### src/rtl/core/prht_pkg.sv
// Package for the pair rule hash table: sizes, status codes and the queued command type.
// Depends on nothing; it is used by every module in rtl/core.
package prht_pkg;
	localparam int BUCKETS      = 256;
	localparam int POOL_ENTRIES = 128;
	localparam int BW = $clog2(BUCKETS);
	localparam int PW = $clog2(POOL_ENTRIES);
	localparam int LW = $clog2(POOL_ENTRIES + 1);
	localparam int CW = $clog2(POOL_ENTRIES + 1);
	localparam logic [LW-1:0] NIL = LW'(POOL_ENTRIES);

	localparam logic CMD_ADD   = 1'b0;
	localparam logic CMD_CLEAR = 1'b1;

	localparam logic [1:0] ST_UPDATED  = 2'd0;
	localparam logic [1:0] ST_INSERTED = 2'd1;
	localparam logic [1:0] ST_FULL     = 2'd2;
	localparam logic [1:0] ST_CLEARED  = 2'd3;

	typedef struct packed {
		logic        clear;
		logic [31:0] lo;
		logic [31:0] hi;
		logic        flag;
		logic [BW-1:0] bkt;
	} prht_op_t;
endpackage

### src/rtl/core/prht_front.sv
// Front part: takes input transactions, orders the pair and picks the bucket.
// Depends on prht_pkg.
module prht_front import prht_pkg::*; (
	input  logic        in_valid,
	output logic        in_ready,
	input  logic        cmd,
	input  logic [31:0] id_first,
	input  logic [31:0] id_second,
	input  logic        may_collide,
	output logic        op_valid,
	input  logic        op_ready,
	output prht_op_t    op
);
	logic lt;
	assign lt = id_first < id_second;
	assign op_valid = in_valid;
	assign in_ready = op_ready;
	always_comb begin
		op.clear = (cmd == CMD_CLEAR);
		op.flag  = may_collide;
		if (cmd == CMD_CLEAR) begin
			op.lo = id_first;
			op.hi = id_first;
		end else begin
			op.lo = lt ? id_first : id_second;
			op.hi = lt ? id_second : id_first;
		end
		op.bkt = op.lo[BW-1:0];
	end
endmodule

### config.mk
export PLATFORM = sky130hd
export DESIGN_NAME = prht_front
export DESIGN_NICKNAME = d
export VERILOG_FILES = /design/src/rtl/core/prht_pkg.sv /design/src/rtl/core/prht_front.sv
export SDC_FILE = /design/constraint.sdc
export NUM_CORES = 1
export LEC_CHECK = 0
export ABC_AREA = 0
export BUFFER_PORTS_ARGS = -buffer_cell sky130_fd_sc_hd__buf_2
export CAP_MARGIN = 20
export CORE_MARGIN = 10
export CORE_UTILIZATION = 40
export DETAILED_ROUTE_END_ITERATION = 12
export GPL_ROUTABILITY_DRIVEN = 0
export PLACE_DENSITY = 0.79
export SETUP_SLACK_MARGIN = 0.15
export SLEW_MARGIN = 5
export SYNTH_ARGS = -nofsm -noshare
export SYNTH_HDL_FRONTEND = slang
export SYNTH_SLANG_ARGS = --single-unit
### constraint.sdc
create_clock -name vclk -period 8.1
set_input_delay 2.025 -clock vclk [all_inputs]
set_output_delay 2.025 -clock vclk [all_outputs]
set_load 0.01 [all_outputs]
==> metrics.md <==
| Metric | Value |
|---|---|
| Cell Area, Synth | `approximately 1800 sq um` |
| Fin crit share | `0.8232` |
| Synth Net Count | `roughly 300` |
| Slew margin rel. | `0.5288` |
| Logic pwr share | `1.000` |
| Worst slew pin tran | `between 0.7 and 0.8 ns` |
| FF+latch count | `0` |
| Crit. End Element | `output port` |
| Initial antenna violation count | `0` |
| # DRC | `0` |
| Power Total | `between 0.15 and 0.2 mW` |
| Crit. Startpoint | `id_second[2]` |
| Core ar. | `about 4400 sq um` |
| Reg power frac | `0` |
| Post-route ant nets | `0` |
| Setup slack after placement | `roughly 1.4 ns` |
| RSZ-0062 raised after global routing | `no` |
| Lkg Pwr | `approximately 1.5 nW` |
| Ant. Diodes | `0` |
| Max Freq | `150.0 MHz` |
| Internal cell power | `0.08975 mW` |
| Cell area after placement | `around 2400 sq um` |
| Yosys warns | `0` |
| WP data required | `around 6 ns` |
| Final setup viols | `0` |
| Largest net degree at the start of global routing | `33` |
| Fin util | `0.5607` |
| Die Width | `about 88 um` |
| HPWL Detailed | `5040 um` |
| Sw power | `about 0.088 mW` |
| Hold Path Class | `input pin to output port` |
| First DRT Iteration DRCs | `47` |
| Port bufs | `138` |
| Number of detailed-route iterations in the first pass | `4` |
| Synth Area in Adders | `0.2099` |
| Final Worst Setup Slack | `~1.4 ns` |
| Sequential standard cell area | `0 sq um` |
| Post-CTS setup buffers | `0` |
| Syn Inst Count | `200` |
| IO Pins | `144` |
| Via count | `between 1500 and 2000` |
| Final hold vios | `0` |
| Hold_buf cts | `0` |
| Multiplexer area fraction after synthesis | `0.4509` |
| Most frequent cells in the layout | `buf_2 (138), mux2_1 (34), inv_1 (32), ha_1 (31), mux2_4 (30)` |
| Setup total negative slack | `0 ns` |
| Most common cell after layout, fill and taps aside | `buf_2` |
| Tot GR Track Use | `0.1328` |
| First-pass GRT wire length | `just under 9000 um` |
| Via density | `approximately 4.9` |
| CLK BUF | `0` |
| Vias in the first global route | `about 1900` |
| Period minus WS final | `6.668 ns` |
| Worst Setup Start Kind | `input pin` |
| Worst-path maximum fanout | `19` |
| Die area | `7739 sq um` |
| Share of cells above drive strength 1 | `0.5466` |
| WL final | `5648 um` |
| Complex-gate fraction of the synthesized area | `0.1029` |
| Synthesized area per cell | `around 9.2 sq um` |
| Main combinational cell family by area after synthesis | `multiplexers` |
| Area Overhead vs Synth | `33.92%` |
| WL/cell | `roughly 15 um` |
| NumNets Final | `423` |
| PwrDens | `roughly 72 nW/um^2` |
| Cells resized by post-CTS repair | `0` |
| Fillers | `around 420` |
| Register area share after synthesis | `0` |
| Switching share of total power | `0.4948` |
| Worst vdd ir | `roughly 0.033 mV` |
| Max cap viols | `0` |
| CP arrival | `roughly 4.6 ns` |
| Status | `completed` |
| Netlist cell types | `22` |
| Rows | `24` |
| Final Max Tran Viols | `0` |
| Height of the die | `slightly below 90 um` |
| HP Start | `op_ready` |
| Grt total ovfl | `0` |
| WS Path Type | `input pin to output port` |
| Post-Synth Simple-Gate Area | `0.07177` |
| Clock share of power | `0` |
| Initial Utilization | `0.4187` |
| Design Area, Final | `roughly 2500 sq um` |
| Xor-xnor portion of the synthesized cell area | `0` |
[synth_stat cells]
library cell	instances	area, sq um
nor2_1	5	18.77
o21ai_1	4	20.02
and4_1	3	26.28
inv_1	32	120.1
a31oi_4	1	21.27
o21ai_0	2	10.01
a21oi_1	11	55.05
a21oi_2	2	17.52
o211ai_1	1	7.510
mux2_1	34	382.9
buf_12	3	60.06
nor2b_1	1	6.260
ha_1	31	387.9
buf_4	12	90.09
o22ai_1	1	6.260
nor3_1	1	5.000
mux2_4	30	450.4
a221oi_2	3	45.04
nand3_1	4	20.02
a211oi_1	1	7.510
nand2_1	15	56.30
buf_6	3	33.78
[cell families after synthesis]
group                      Yosys count
adders and majority gates           31
and+or+nand+nor                     29
AOI/OAI and AO/OA                   26
muxes                               64
buffers and inverters               50
[power groups by stage]
stage	Clock [mW]	Combinational, mW	Sequential [mW]
3_3_place_gp	0	0.173	0
5_1_grt	0	0.196	0
6_report	0	0.178	0
3_5_place_dp	0	0.178	0
4_1_cts	0	0.179	0
2_1_floorplan	0	0.118	0
[critical path: stages]
cell and delay, ns:
buf_2 0.10, inv_1 0.04, ha_1 0.28, a211oi_1 0.23, o21ai_1 0.11, a21oi_1 0.20
o21ai_1 0.20, a31oi_4 0.64, buf_12 0.28, mux2_1 0.37, buf_2 0.15
[metrics by stage]
step | hold slack [ns] | std cells
after floorplan | 4.142 | 200
after global placement | 4.050 | 373
after detailed placement | 4.050 | 373
after CTS | 4.050 | 373
after global routing | 4.050 | 374
final | 4.050 | 374
[layout make-up]
| cell class | count | area [sq um] | area share |
|---|---|---|---|
| multi-input cells | 150 | 1551 | 0.6269 |
| inverters | 32 | 120.1 | 0.04853 |
| repair buffers | 140 | 738.2 | 0.2983 |
| well taps | 52 | 65.06 | 0.02629 |
[routing by layer]
metal | track usage | wire length [um] | vias up
met5 | 0 | 0 | -
met4 | 0.01014 | 46 | 0
met3 | 0.03528 | 560 | 4
met2 | 0.2718 | 3077 | 66
met1 | 0.1327 | 1964 | 825
li1 | - | - | 945
[worst paths after layout]
path | endpoint | slack [ns] | depth (start not counted)
worst max-delay path | op[0] | 1.43 | 11
worst min-delay path | in_ready | 4.05 | 0
(Power assumes the default switching activity.)
