==> config.mk <==
export PLATFORM = sky130hd
export DESIGN_NAME = prht_queue
export DESIGN_NICKNAME = d
export VERILOG_FILES = /design/src/rtl/core/prht_pkg.sv /design/src/rtl/core/prht_queue.sv
export SDC_FILE = /design/constraint.sdc
export NUM_CORES = 1
export LEC_CHECK = 0
export BUFFER_PORTS_ARGS = -buffer_cell sky130_fd_sc_hd__clkbuf_2
export CORE_MARGIN = 1
export CORE_UTILIZATION = 45
export DETAILED_ROUTE_END_ITERATION = 12
export GPL_TIMING_DRIVEN = 1
export PLACE_DENSITY = 0.75
export SLEW_MARGIN = 10
export SYNTH_ARGS = -nofsm -noshare
export SYNTH_HDL_FRONTEND = slang
export SYNTH_SLANG_ARGS = --single-unit
==> constraint.sdc <==
create_clock -name clk -period 4.15 [get_ports clk]
set_input_delay 0.83 -clock clk [delete_from_list [all_inputs] [get_ports clk]]
set_output_delay 0.83 -clock clk [all_outputs]
set_load 0.01 [all_outputs]
==> src/rtl/core/prht_pkg.sv <==
// Package for the pair rule hash table: sizes, status codes and the queued command type.
// Depends on nothing; it is used by every module in rtl/core.
package prht_pkg;
	localparam int BUCKETS      = 256;
	localparam int POOL_ENTRIES = 128;
	localparam int BW = $clog2(BUCKETS);
	localparam int PW = $clog2(POOL_ENTRIES);
	localparam int LW = $clog2(POOL_ENTRIES + 1);
	localparam int CW = $clog2(POOL_ENTRIES + 1);
	localparam logic [LW-1:0] NIL = LW'(POOL_ENTRIES);

	localparam logic CMD_ADD   = 1'b0;
	localparam logic CMD_CLEAR = 1'b1;

	localparam logic [1:0] ST_UPDATED  = 2'd0;
	localparam logic [1:0] ST_INSERTED = 2'd1;
	localparam logic [1:0] ST_FULL     = 2'd2;
	localparam logic [1:0] ST_CLEARED  = 2'd3;

	typedef struct packed {
		logic        clear;
		logic [31:0] lo;
		logic [31:0] hi;
		logic        flag;
		logic [BW-1:0] bkt;
	} prht_op_t;
endpackage

==> src/rtl/core/prht_queue.sv <==
// Two-entry command queue between the front and the back part.
// Depends on prht_pkg.
module prht_queue import prht_pkg::*; (
	input  logic     clk,
	input  logic     arst_n,
	input  logic     wr_valid,
	output logic     wr_ready,
	input  prht_op_t wr_op,
	output logic     rd_valid,
	input  logic     rd_ready,
	output prht_op_t rd_op
);
	prht_op_t mem_q [2];
	logic     wp_q, rp_q;
	logic [1:0] cnt_q;
	logic wr, rd;
	assign wr_ready = cnt_q != 2'd2;
	assign rd_valid = cnt_q != 2'd0;
	assign rd_op = mem_q[rp_q];
	assign wr = wr_valid && wr_ready;
	assign rd = rd_valid && rd_ready;
	always_ff @(posedge clk) begin
		if (wr) mem_q[wp_q] <= wr_op;
	end
	always_ff @(posedge clk or negedge arst_n) begin
		if (!arst_n) begin
			wp_q <= 1'b0; rp_q <= 1'b0; cnt_q <= 2'd0;
		end else begin
			if (wr) wp_q <= ~wp_q;
			if (rd) rp_q <= ~rp_q;
			cnt_q <= cnt_q + {1'b0, wr} - {1'b0, rd};
		end
	end
	assert property (@(posedge clk) disable iff (!arst_n) cnt_q <= 2'd2)
		else $error("queue overflow");
	assert property (@(posedge clk) disable iff (!arst_n)
		(cnt_q == 2'd0) |-> !rd) else $error("read of empty queue");
	assert property (@(posedge clk) disable iff (!arst_n)
		(wr && !rd) |=> cnt_q == $past(cnt_q) + 2'd1) else $error("count slip");
endmodule

==> flow_metrics.env, run 1 <==
export IMPL_power_leakage_nw=2.91
export IMPL_synth_area_per_cell_um2=23.2
export IMPL_hold_viol=0
export IMPL_design_die_area_mm2=0.0132
export IMPL_ys_types=16
export IMPL_dieWidth_um=115
export IMPL_max_slew_margin_pct=30.3
export IMPL_worst_path_max_fanout=38
export IMPL_cts_made_buffers=17
export IMPL_clock_latency_ns=0.40
export IMPL_period_minus_slack_ns=2.97
export IMPL_diodes=0
export IMPL_dr_wl_met3_um=648
export IMPL_final_util_pct=59.7
export IMPL_post_drt_wl_per_cell_um=15.7
export IMPL_cellPowerDensity_mw_per_mm2=730
export IMPL_grt_pass1_vias=2836
export IMPL_rsz0062_at_grt="false"
export IMPL_pin_count=154
export IMPL_port_buffers=153
export IMPL_layout_nets=493
export IMPL_critPathLaunchType="flop"
export IMPL_swShare_pct=27.0
export IMPL_worstPathRequired_ns=3.32
export IMPL_grt_max_degree=75
export IMPL_critPathSlowestCell="dfrtp_4"
export IMPL_path_clk_slew_ns=0.06
export IMPL_firstDrtPassIters=4
export IMPL_netlist_area_mm2=0.00574
export IMPL_area_growth_pct=27.0
export IMPL_ys_warnings_count=0
export IMPL_grt_pass1_wl_um=13900
export IMPL_endpoint="rd_op[69]"
export IMPL_period_share_pct=71.5
export IMPL_fill_cells=958
export IMPL_synth_top_area_share_pct=77.4
export IMPL_syn_inst=247
export IMPL_startpoint="rp_q$_DFFE_PN0P_"
export IMPL_r2r_start="cnt_q[0]$_DFF_PN0_"
export IMPL_fin_hold_ws_ns=0.224
export IMPL_hp_class="in2async"
export IMPL_rows=40
export IMPL_antenna_found_initial=0
export IMPL_htree_num_levels=4
export IMPL_multi_input_area_mm2=0.00113
export IMPL_yosysTopAreaCell="edfxtp_1"
export IMPL_wl_met2_um=4610
export IMPL_power_frac_seq_pct=43.0
export IMPL_cts_hold_buf=0
export IMPL_ff_latch_area_mm2=0.00455
export IMPL_met1_length_um=4000
export IMPL_rr_worst_depth=4
export IMPL_worstSetupPathType="reg2out"
export IMPL_final_common_cell="clkbuf_2"
export IMPL_crit_path_max_incr_delay_ns=0.85
export IMPL_place_congestion=0.723
export IMPL_ys_ff_latch=152
export IMPL_clkPwrFrac_pct=28.7
export IMPL_layout_common_cells="clkbuf_2 (153), edfxtp_1 (148), mux2_4 (50)"
export IMPL_grtUsageTotal_pct=14.7
export IMPL_drc=0
export IMPL_ir_worst_vdd_v=0.000726
export IMPL_path_cells="buf_12 -> mux2_2 -> clkbuf_2"
export IMPL_ff2ff_setup_slack_ns=2.00
export IMPL_start_util_pct=47.0
export IMPL_place_area_mm2=0.00669
export IMPL_postCtsSetupBuffers=0
export IMPL_top_layer="met4"
export IMPL_p_switching_mw=1.44
export IMPL_fin_tns_setup_ns=0
export IMPL_synth_seq_area_share_pct=79.2
export IMPL_endpoint_kind="primary output"
export IMPL_drive_gt1_share_pct=60.1
export IMPL_syn_nets=327
export IMPL_clockBufferDepth=2
export IMPL_final_area_mm2=0.00729
export IMPL_intPower_mw=3.88
export IMPL_routed_wl_um=9320
export IMPL_status="completed"
export IMPL_gr_total_overflow=0
export IMPL_finClkSkew_ns=0.00817
export IMPL_fp_dieH_um=115
export IMPL_clock_fmax_mhz=337
export IMPL_tightest_slew_ns=1.05
export IMPL_ctsResizeCount=0
export IMPL_hpwl_um=6040
export IMPL_ys_top_cells_by_area="edfxtp_1 (77%), mux2_4 (13%), mux2_2 (4.7%), dfrtp_1 (1.7%), buf_6 (1.2%)"
export IMPL_numClockSinks=152
export IMPL_r2r_end="mem_q[0][26]$_DFFE_PP_"
export IMPL_critical_path_arrival_ns=2.14
export IMPL_setup_viol=0
export IMPL_clock_root_buffer="clkbuf_16"
export IMPL_cap_violations=0
export IMPL_vias=2807
export IMPL_core_mm2=0.0122
export IMPL_cts_tree="done"
export IMPL_drt_iter0_drc=151
export IMPL_combPwrFrac_pct=28.3
export IMPL_slew_viol_final=0
export IMPL_drtAntennaViolNets=0
export IMPL_vias_per_cell=4.73
## flip-flops by register name (all words and copies together), names as in the netlist
name,count
wp_q,1
mem_q,148
cnt_q,2
rp_q,1
## routing by layer
layer / vias up / GRT usage [%]
met2: 109 / 24.4
met3: 5 / 6.33
met4: 0 / 5.97
met5: - / 0
met1: 1386 / 16.7
li1: 1307 / -
## layout make-up
type,count,area share (%)
Inverter,1,0.0515
Tap cell,168,2.88
Clock inverter,12,2.15
Clock buffer,20,5.99
Multi-Input combinational cell,86,15.5
Timing Repair Buffer,155,11.1
Sequential cell,152,62.4
## worst max-delay path, delay by kind of cell, from the launching register on
| family | cells | cell delay, ns |
|---|---|---|
| buffers and inverters | 2 | 0.47 |
| flip-flops | 1 | 0.85 |
| multiplexers | 1 | 0.38 |
## logic make-up (layout without fill, tap and decap cells)
family	after synthesis	count (layout)	share of synthesized area [%]
buffers and inverters	9	188	1.42
DFF	152	152	79.2
muxes	74	74	17.8
and+or+nand+nor	6	6	0.567
xor gates and xnor gates	4	4	0.611
adders and majority gates	2	2	0.436
## through the flow
stage	setup WS, ns	std cells	power (mW)
after floorplan	0.869	247	3.35
after global placement	1.58	562	3.82
after detailed placement	1.56	562	3.86
after CTS	1.12	594	5.39
after global routing	1.06	594	5.56
final	1.18	594	5.32
## how the worst min path moves through the flow
stage / start / to / slack [ns]
5_1_grt: arst_n / rp_q$_DFFE_PN0P_ / 0.21
6_report: arst_n / rp_q$_DFFE_PN0P_ / 0.22
2_1_floorplan: wp_q$_DFFE_PN0N_ / wp_q$_DFFE_PN0N_ / 0.48
3_3_place_gp: cnt_q[0]$_DFF_PN0_ / cnt_q[0]$_DFF_PN0_ / 0.50
3_5_place_dp: cnt_q[0]$_DFF_PN0_ / cnt_q[0]$_DFF_PN0_ / 0.51
4_1_cts: arst_n / rp_q$_DFFE_PN0P_ / 0.21
## Yosys cell counts (all sizes together)
| cell | n |
|---|---|
| xnor2 | 3 |
| xor2 | 1 |
| edfxtp | 148 |
| buf | 8 |
| nor2 | 1 |
| and2 | 1 |
| and3 | 1 |
| nand2b | 1 |
| ha | 2 |
| inv | 1 |
| dfrtp | 4 |
| nand2 | 1 |
| mux2 | 74 |
| or2 | 1 |
## power groups by stage
stage / clock network [mW] / logic, mW / registers [mW]
floorplan: 0 / 1.13 / 2.21
global placement: 0 / 1.51 / 2.30
detailed placement: 0 / 1.53 / 2.32
CTS: 1.56 / 1.54 / 2.30
global route: 1.62 / 1.62 / 2.33
finish: 1.53 / 1.50 / 2.29
(Power assumes the default switching activity.)
==> run 2: changes to the inputs <==
--- a/config.mk
+++ b/config.mk
@@ -5,6 +5,7 @@
 export SDC_FILE = /design/constraint.sdc
 export NUM_CORES = 1
 export LEC_CHECK = 0
+export ABC_AREA = 1
 export BUFFER_PORTS_ARGS = -buffer_cell sky130_fd_sc_hd__clkbuf_2
 export CORE_MARGIN = 1
 export CORE_UTILIZATION = 45
==> constraint.sdc (replaced) <==
create_clock -name clk -period 2.54 [get_ports clk]
set_input_delay 0.508 -clock clk [delete_from_list [all_inputs] [get_ports clk]]
set_output_delay 0.508 -clock clk [all_outputs]
set_load 0.01 [all_outputs]
==> run 2 against run 1 <==
Net effect:
- first-iteration DRC count up 56%
- sequential share of layout area up 1.4 points
- power up 59%
- global-route usage up 1.9 points
- final area down 2.2%
- sequential cell count unchanged
- synthesized area down 2.5%
- final cell count up 28%
- register-to-register slack worse by 1.1 ns
- via count up 27%
- combinational power up 69%
- non-clock buffer count up 6
==> flow_metrics.env, run 2 <==
export IMPL_status="completed"
export IMPL_synthTopCellsByCount="nand2_1 (235), edfxtp_1 (148), buf_2 (10)"
export IMPL_r2r_start="cnt_q[1]$_DFF_PN0_"
export IMPL_power_total_mw=8.44
export IMPL_synth_seq_area_share_pct=81.2
export IMPL_numClockSinks=152
export IMPL_start_util_pct=46.4
export IMPL_port_buffers=153
export IMPL_top_regs="mem_q: 148 flops, cnt_q: 2 flops"
export IMPL_combPwrFrac_pct=29.9
export IMPL_place_area_mm2=0.00655
export IMPL_fp_dieH_um=114
export IMPL_grtUsageTotal_pct=16.6
export IMPL_antenna_found_initial=1
export IMPL_dpl_cell_count=730
export IMPL_yosysTopAreaCell="edfxtp_1"
export IMPL_place_congestion=0.676
export IMPL_worst_path_max_fanout=42
export IMPL_synth_async_reset_ratio_pct=2.63
export IMPL_syn_nets=498
export IMPL_fin_hold_ws_ns=0.279
export IMPL_critPathLaunchType="flop"
export IMPL_hold_viol=0
export IMPL_synthFlopType="edfxtp_1"
export IMPL_swShare_pct=32.7
export IMPL_cellPowerDensity_mw_per_mm2=1180
export IMPL_ys_warnings_count=0
export IMPL_fin_ws_ns=0.409
export IMPL_ys_types=11
export IMPL_clockBufferDepth=2
export IMPL_r2r_end="mem_q[1][42]$_DFFE_PP_"
export IMPL_clock_latency_ns=0.42
export IMPL_largest_register="mem_q"
export IMPL_fin_tns_setup_ns=0
export IMPL_rsz0062_at_grt="false"
export IMPL_pin_count=154
export IMPL_hp_class="in2reg"
export IMPL_drt_iter0_drc=235
export IMPL_largest_register_ff_count=148
export IMPL_startpoint="rp_q$_DFFE_PN0P_"
export IMPL_drive_gt1_share_pct=32.5
export IMPL_intPower_mw=5.68
export IMPL_gr_total_overflow=0
export IMPL_ys_top_cells_by_area="edfxtp_1 (79%), nand2_1 (16%), dfrtp_1 (1.8%), buf_2 (0.89%), buf_4 (0.67%)"
export IMPL_drtAntennaViolNets=0
export IMPL_ys_ff_latch=152
export IMPL_finClkSkew_ns=0.00752
export IMPL_slew_viol_final=0
export IMPL_post_drt_wl_per_cell_um=13.5
export IMPL_drc=0
export IMPL_syn_inst=418
export IMPL_clock_root_buffer="clkbuf_16"
export IMPL_setup_viol=0
export IMPL_synth_most_common_cell="nand2_1"
export IMPL_p_switching_mw=2.76
export IMPL_ir_worst_vdd_v=0.000738
export IMPL_period_share_pct=83.9
export IMPL_final_area_mm2=0.00713
export IMPL_final_util_pct=59.1
export IMPL_post_place_ws_ns=0.830
export IMPL_ff2ff_setup_slack_ns=0.95
export IMPL_routed_wl_um=10300
export IMPL_grt_pass1_vias=3260
export IMPL_cap_violations=0
export IMPL_worstSetupPathType="reg2out"
export IMPL_layout_common_cells="nand2_1 (235), clkbuf_2 (153), edfxtp_1 (148)"
export IMPL_cts_tree="done"
export IMPL_critical_path_arrival_ns=1.62
export IMPL_worstPathRequired_ns=2.03
export IMPL_synth_top_area_share_pct=79.4
export IMPL_synth_area_per_cell_um2=13.4
export IMPL_rows=40
export IMPL_design_die_area_mm2=0.0129
export IMPL_cts_hold_buf=1
export IMPL_grt_pass1_wl_um=15800
export IMPL_postCtsSetupBuffers=0
export IMPL_period_minus_slack_ns=2.13
export IMPL_power_leakage_nw=3.12
export IMPL_endpoint="rd_op[7]"
export IMPL_hpwl_um=6610
export IMPL_final_common_cell="nand2_1"
export IMPL_tightest_slew_ns=0.545
export IMPL_clkPwrFrac_pct=27.9
export IMPL_fin_cells=763
export IMPL_vias=3553
export IMPL_max_slew_margin_pct=63.7
export IMPL_clock_fmax_mhz=469
export IMPL_htree_num_levels=4
export IMPL_endpoint_kind="primary output"
export IMPL_rr_worst_depth=4
export IMPL_netlist_area_mm2=0.00560
export IMPL_area_growth_pct=27.4
export IMPL_dieWidth_um=114
export IMPL_cts_made_buffers=17
export IMPL_grt_max_degree=76
export IMPL_vias_per_cell=4.66
export IMPL_path_clk_slew_ns=0.06
export IMPL_ctsResizeCount=0
export IMPL_fill_cells=962
export IMPL_firstDrtPassIters=5
export IMPL_power_frac_seq_pct=42.2
export IMPL_synth_edf_count=148
export IMPL_layout_nets=662
export IMPL_core_mm2=0.0121
## run 2: critical path, stage by stage, from the launching register on
cell and delay [ns]:
dfrtp_2 0.42, inv_2 0.06, buf_4 0.37, nand2_1 0.11, nand2_1 0.11, clkbuf_2 0.13
## run 2: worst min-delay path by stage
stage              start                      to  slack (ns)  cells after the start
6_report       wr_op[70]  mem_q[1][70]$_DFFE_PP_        0.28                      1
4_1_cts        wr_op[23]  mem_q[0][23]$_DFFE_PP_        0.26                      1
3_5_place_dp      arst_n      cnt_q[1]$_DFF_PN0_        0.32                      1
5_1_grt        wr_op[57]  mem_q[1][57]$_DFFE_PP_        0.26                      1
3_3_place_gp      arst_n      cnt_q[0]$_DFF_PN0_        0.32                      1
2_1_floorplan     arst_n      cnt_q[0]$_DFF_PN0_        0.21                      0
## run 2: cell type report
cell class	count	area, µm²	share of cell area (%)
multi-input combinational	241	933	13.1
tap	168	210	2.95
sequential	152	4550	63.8
inverter	9	33.8	0.474
antenna	1	2.50	0.0351
timing repair buffer	161	841	11.8
clock inverter	13	133	1.86
clock buffer	18	429	6.02
## run 2: cell families after synthesis
logic type | count (synthesis) | share of synthesized area [%]
adder cells (fa/ha/maj) | 2 | 0.447
flip-flops | 152 | 81.2
AND/OR/NAND/NOR | 239 | 16.1
buffers and inverters | 25 | 2.24
## run 2: power groups by stage
stage	sequential (mW)	clock [mW]	combinational [mW]
after floorplan	3.59	0	1.56
after global placement	3.59	0	2.52
after detailed placement	3.61	0	2.56
after CTS	3.57	2.40	2.58
after global routing	3.61	2.51	2.82
final	3.56	2.36	2.53
## run 2: routing by layer
layer / part of all wire, % / up-vias / global-route usage (%)
li1: - / 1737 / -
met1: 41 / 1674 / 19.7
met2: 50 / 129 / 26.8
met3: 8.3 / 13 / 7.01
met4: 1.2 / 0 / 6.58
met5: 0 / - / 0
==> run 3: changes to the inputs <==
--- a/config.mk
+++ b/config.mk
@@ -5,7 +5,7 @@
 export SDC_FILE = /design/constraint.sdc
 export NUM_CORES = 1
 export LEC_CHECK = 0
-export ABC_AREA = 1
+export ABC_AREA = 0
 export BUFFER_PORTS_ARGS = -buffer_cell sky130_fd_sc_hd__clkbuf_2
 export CORE_MARGIN = 1
 export CORE_UTILIZATION = 45
==> constraint.sdc (replaced) <==
create_clock -name clk -period 1.75 [get_ports clk]
set_input_delay 0.35 -clock clk [delete_from_list [all_inputs] [get_ports clk]]
set_output_delay 0.35 -clock clk [all_outputs]
set_load 0.01 [all_outputs]
==> run 3 against run 2 <==
Net effect:
- the run now ends with negative setup slack left
- largest cell class unchanged
- non-clock buffer count rose by 5
- power rose by 57%
- clock skew rose by 0.0019 ns
- critical path type unchanged
- die area rose by 2.5%
- largest power group unchanged
==> flow_metrics.env, run 3 (synthesis results as in run 1) <==
export IMPL_top_regs="mem_q: 148 flops, cnt_q: 2 flops"
export IMPL_failed_checks="negative setup slack"
export IMPL_p_switching_mw=3.52
export IMPL_numClockSinks=152
export IMPL_grt_pass1_vias=2915
export IMPL_drtAntennaViolNets=0
export IMPL_final_util_pct=61.4
export IMPL_max_slew_margin_pct=83.4
export IMPL_wl_met2_um=4970
export IMPL_place_congestion=0.680
export IMPL_area_growth_pct=30.6
export IMPL_cellPowerDensity_mw_per_mm2=1770
export IMPL_fill_cells=925
export IMPL_setup_viol=74
export IMPL_worst_path_max_fanout=23
export IMPL_worstPathRequired_ns=1.40
export IMPL_clockBufferDepth=2
export IMPL_gr_total_overflow=0
export IMPL_intPower_mw=9.75
export IMPL_dieWidth_um=115
export IMPL_slew_viol_final=0
export IMPL_clock_root_buffer="clkbuf_16"
export IMPL_drc=0
export IMPL_cts_tree="done"
export IMPL_start_util_pct=47.0
export IMPL_largest_register_ff_count=148
export IMPL_hpwl_um=6270
export IMPL_design_die_area_mm2=0.0132
export IMPL_clock_latency_ns=0.41
export IMPL_power_frac_seq_pct=39.4
export IMPL_combPwrFrac_pct=31.0
export IMPL_period_share_pct=113
export IMPL_pin_count=154
export IMPL_status="complete, but fails checks"
export IMPL_clkPwrFrac_pct=29.6
export IMPL_clock_fmax_mhz=507
export IMPL_grt_max_degree=43
export IMPL_layout_nets=504
export IMPL_tightest_slew_ns=0.249
export IMPL_critPathLaunchType="flop"
export IMPL_drive_gt1_share_pct=62.5
export IMPL_worstSetupPathType="reg2out"
export IMPL_vias=2829
export IMPL_grtUsageTotal_pct=15.4
export IMPL_vias_per_cell=4.69
export IMPL_critical_path_arrival_ns=1.62
export IMPL_dr_wl_met3_um=702
export IMPL_cts_made_buffers=17
export IMPL_post_drt_wl_per_cell_um=16.1
export IMPL_rsz0062_at_grt="true"
export IMPL_power_leakage_nw=3.02
export IMPL_top_layer="met4"
export IMPL_finClkSkew_ns=0.00940
export IMPL_htree_num_levels=4
export IMPL_final_common_cell="clkbuf_2"
export IMPL_diodes=0
export IMPL_core_mm2=0.0122
export IMPL_fin_cells=603
export IMPL_rows=40
export IMPL_ir_worst_vdd_v=0.000888
export IMPL_dpl_cell_count=568
export IMPL_fp_dieH_um=115
export IMPL_cap_violations=0
export IMPL_port_buffers=153
export IMPL_period_minus_slack_ns=1.97
export IMPL_largest_register="mem_q"
export IMPL_grt_pass1_wl_um=14400
export IMPL_path_clk_slew_ns=0.06
export IMPL_endpoint_kind="primary output"
export IMPL_drt_iter0_drc=119
export IMPL_firstDrtPassIters=4
export IMPL_antenna_found_initial=0
export IMPL_layout_common_cells="clkbuf_2 (153), edfxtp_1 (148), mux2_4 (51)"
export IMPL_hold_viol=0
export IMPL_swShare_pct=26.5
export IMPL_met1_length_um=3850
export IMPL_hp_class="in2reg"
export IMPL_fin_ws_ns=-0.221
export IMPL_routed_wl_um=9680
[run 3: changes by cell type in the layout (fill, tap and decap cells not counted), sizes merged, moves of 3 or more]
cell / change
nand3: -3
clkinvlp: -6
xnor2: +3
mux2: +74
inv: -8
bufinv: +4
nand2: -234
buf: +5
[run 3: cell type report]
class	count	area (µm²)	area share (%)
clock buffer	18	429	5.73
clock inverter	12	206	2.75
multi-input combinational	86	1140	15.3
timing repair buffer	166	953	12.7
tap	168	210	2.80
sequential	152	4550	60.7
inverter	1	3.75	0.0501
[run 3: path summary, 6_finish.rpt]
check	slack (ns)	endpoint	startpoint	cells past startpoint
max in group asynchronous	1.31	rp_q$_DFFE_PN0P_	arst_n	2
min	0.12	mem_q[1][0]$_DFFE_PP_	wr_op[0]	1
min in group asynchronous	0.29	rp_q$_DFFE_PN0P_	arst_n	2
min reg2reg	0.58	wp_q$_DFFE_PN0N_	wp_q$_DFFE_PN0N_	1
max reg2reg	0.07	cnt_q[1]$_DFF_PN0_	cnt_q[0]$_DFF_PN0_	7
max	-0.22	rd_op[21]	rp_q$_DFFE_PN0P_	3
[run 3: worst max-delay path, stage by stage, from the launching register on]
cell	delay, ns
dfrtp_4	0.54
buf_12	0.20
mux2_4	0.32
clkbuf_2	0.13
[run 3: metal layers]
layer	track usage [%]	vias up
met2	25.9	102
li1	-	1334
met3	6.48	12
met5	0	-
met4	8.23	0
met1	16.5	1381
[run 3: power by group through the flow]
stage	Sequential, mW	Combinational, mW	Clock, mW
after floorplan	5.22	2.70	0
final	5.23	4.11	3.92
after global placement	5.27	4.01	0
after global routing	5.30	4.42	4.16
after detailed placement	5.33	4.05	0
after CTS	5.24	4.11	4.01
[run 3: repair_timing]
action,in CTS,in global routing
cloned,0,0
gates resized for setup,1,3
hold endpoints to repair,4,0
endpoints found under the setup margin,74,75
hold buffers,1,0
pin swaps,0,3
setup buffers,1,3
[run 3: per-stage QoR]
| step | hold WS (ns) | power [mW] | TNS, ns | setup slack (ns) | instance area, µm² |
|---|---|---|---|---|---|
| final | 0.120 | 13.3 | -14.04 | -0.221 | 7500 |
| after global routing | 0.0983 | 13.9 | -18.76 | -0.297 | 7500 |
| after CTS | 0.100 | 13.4 | -16.82 | -0.266 | 7460 |
| after detailed placement | 0.168 | 9.38 | 0 | 0.0234 | 6800 |
| after global placement | 0.160 | 9.28 | 0 | 0.104 | 6800 |
| after floorplan | 0.0544 | 7.92 | -49.43 | -0.441 | 5750 |
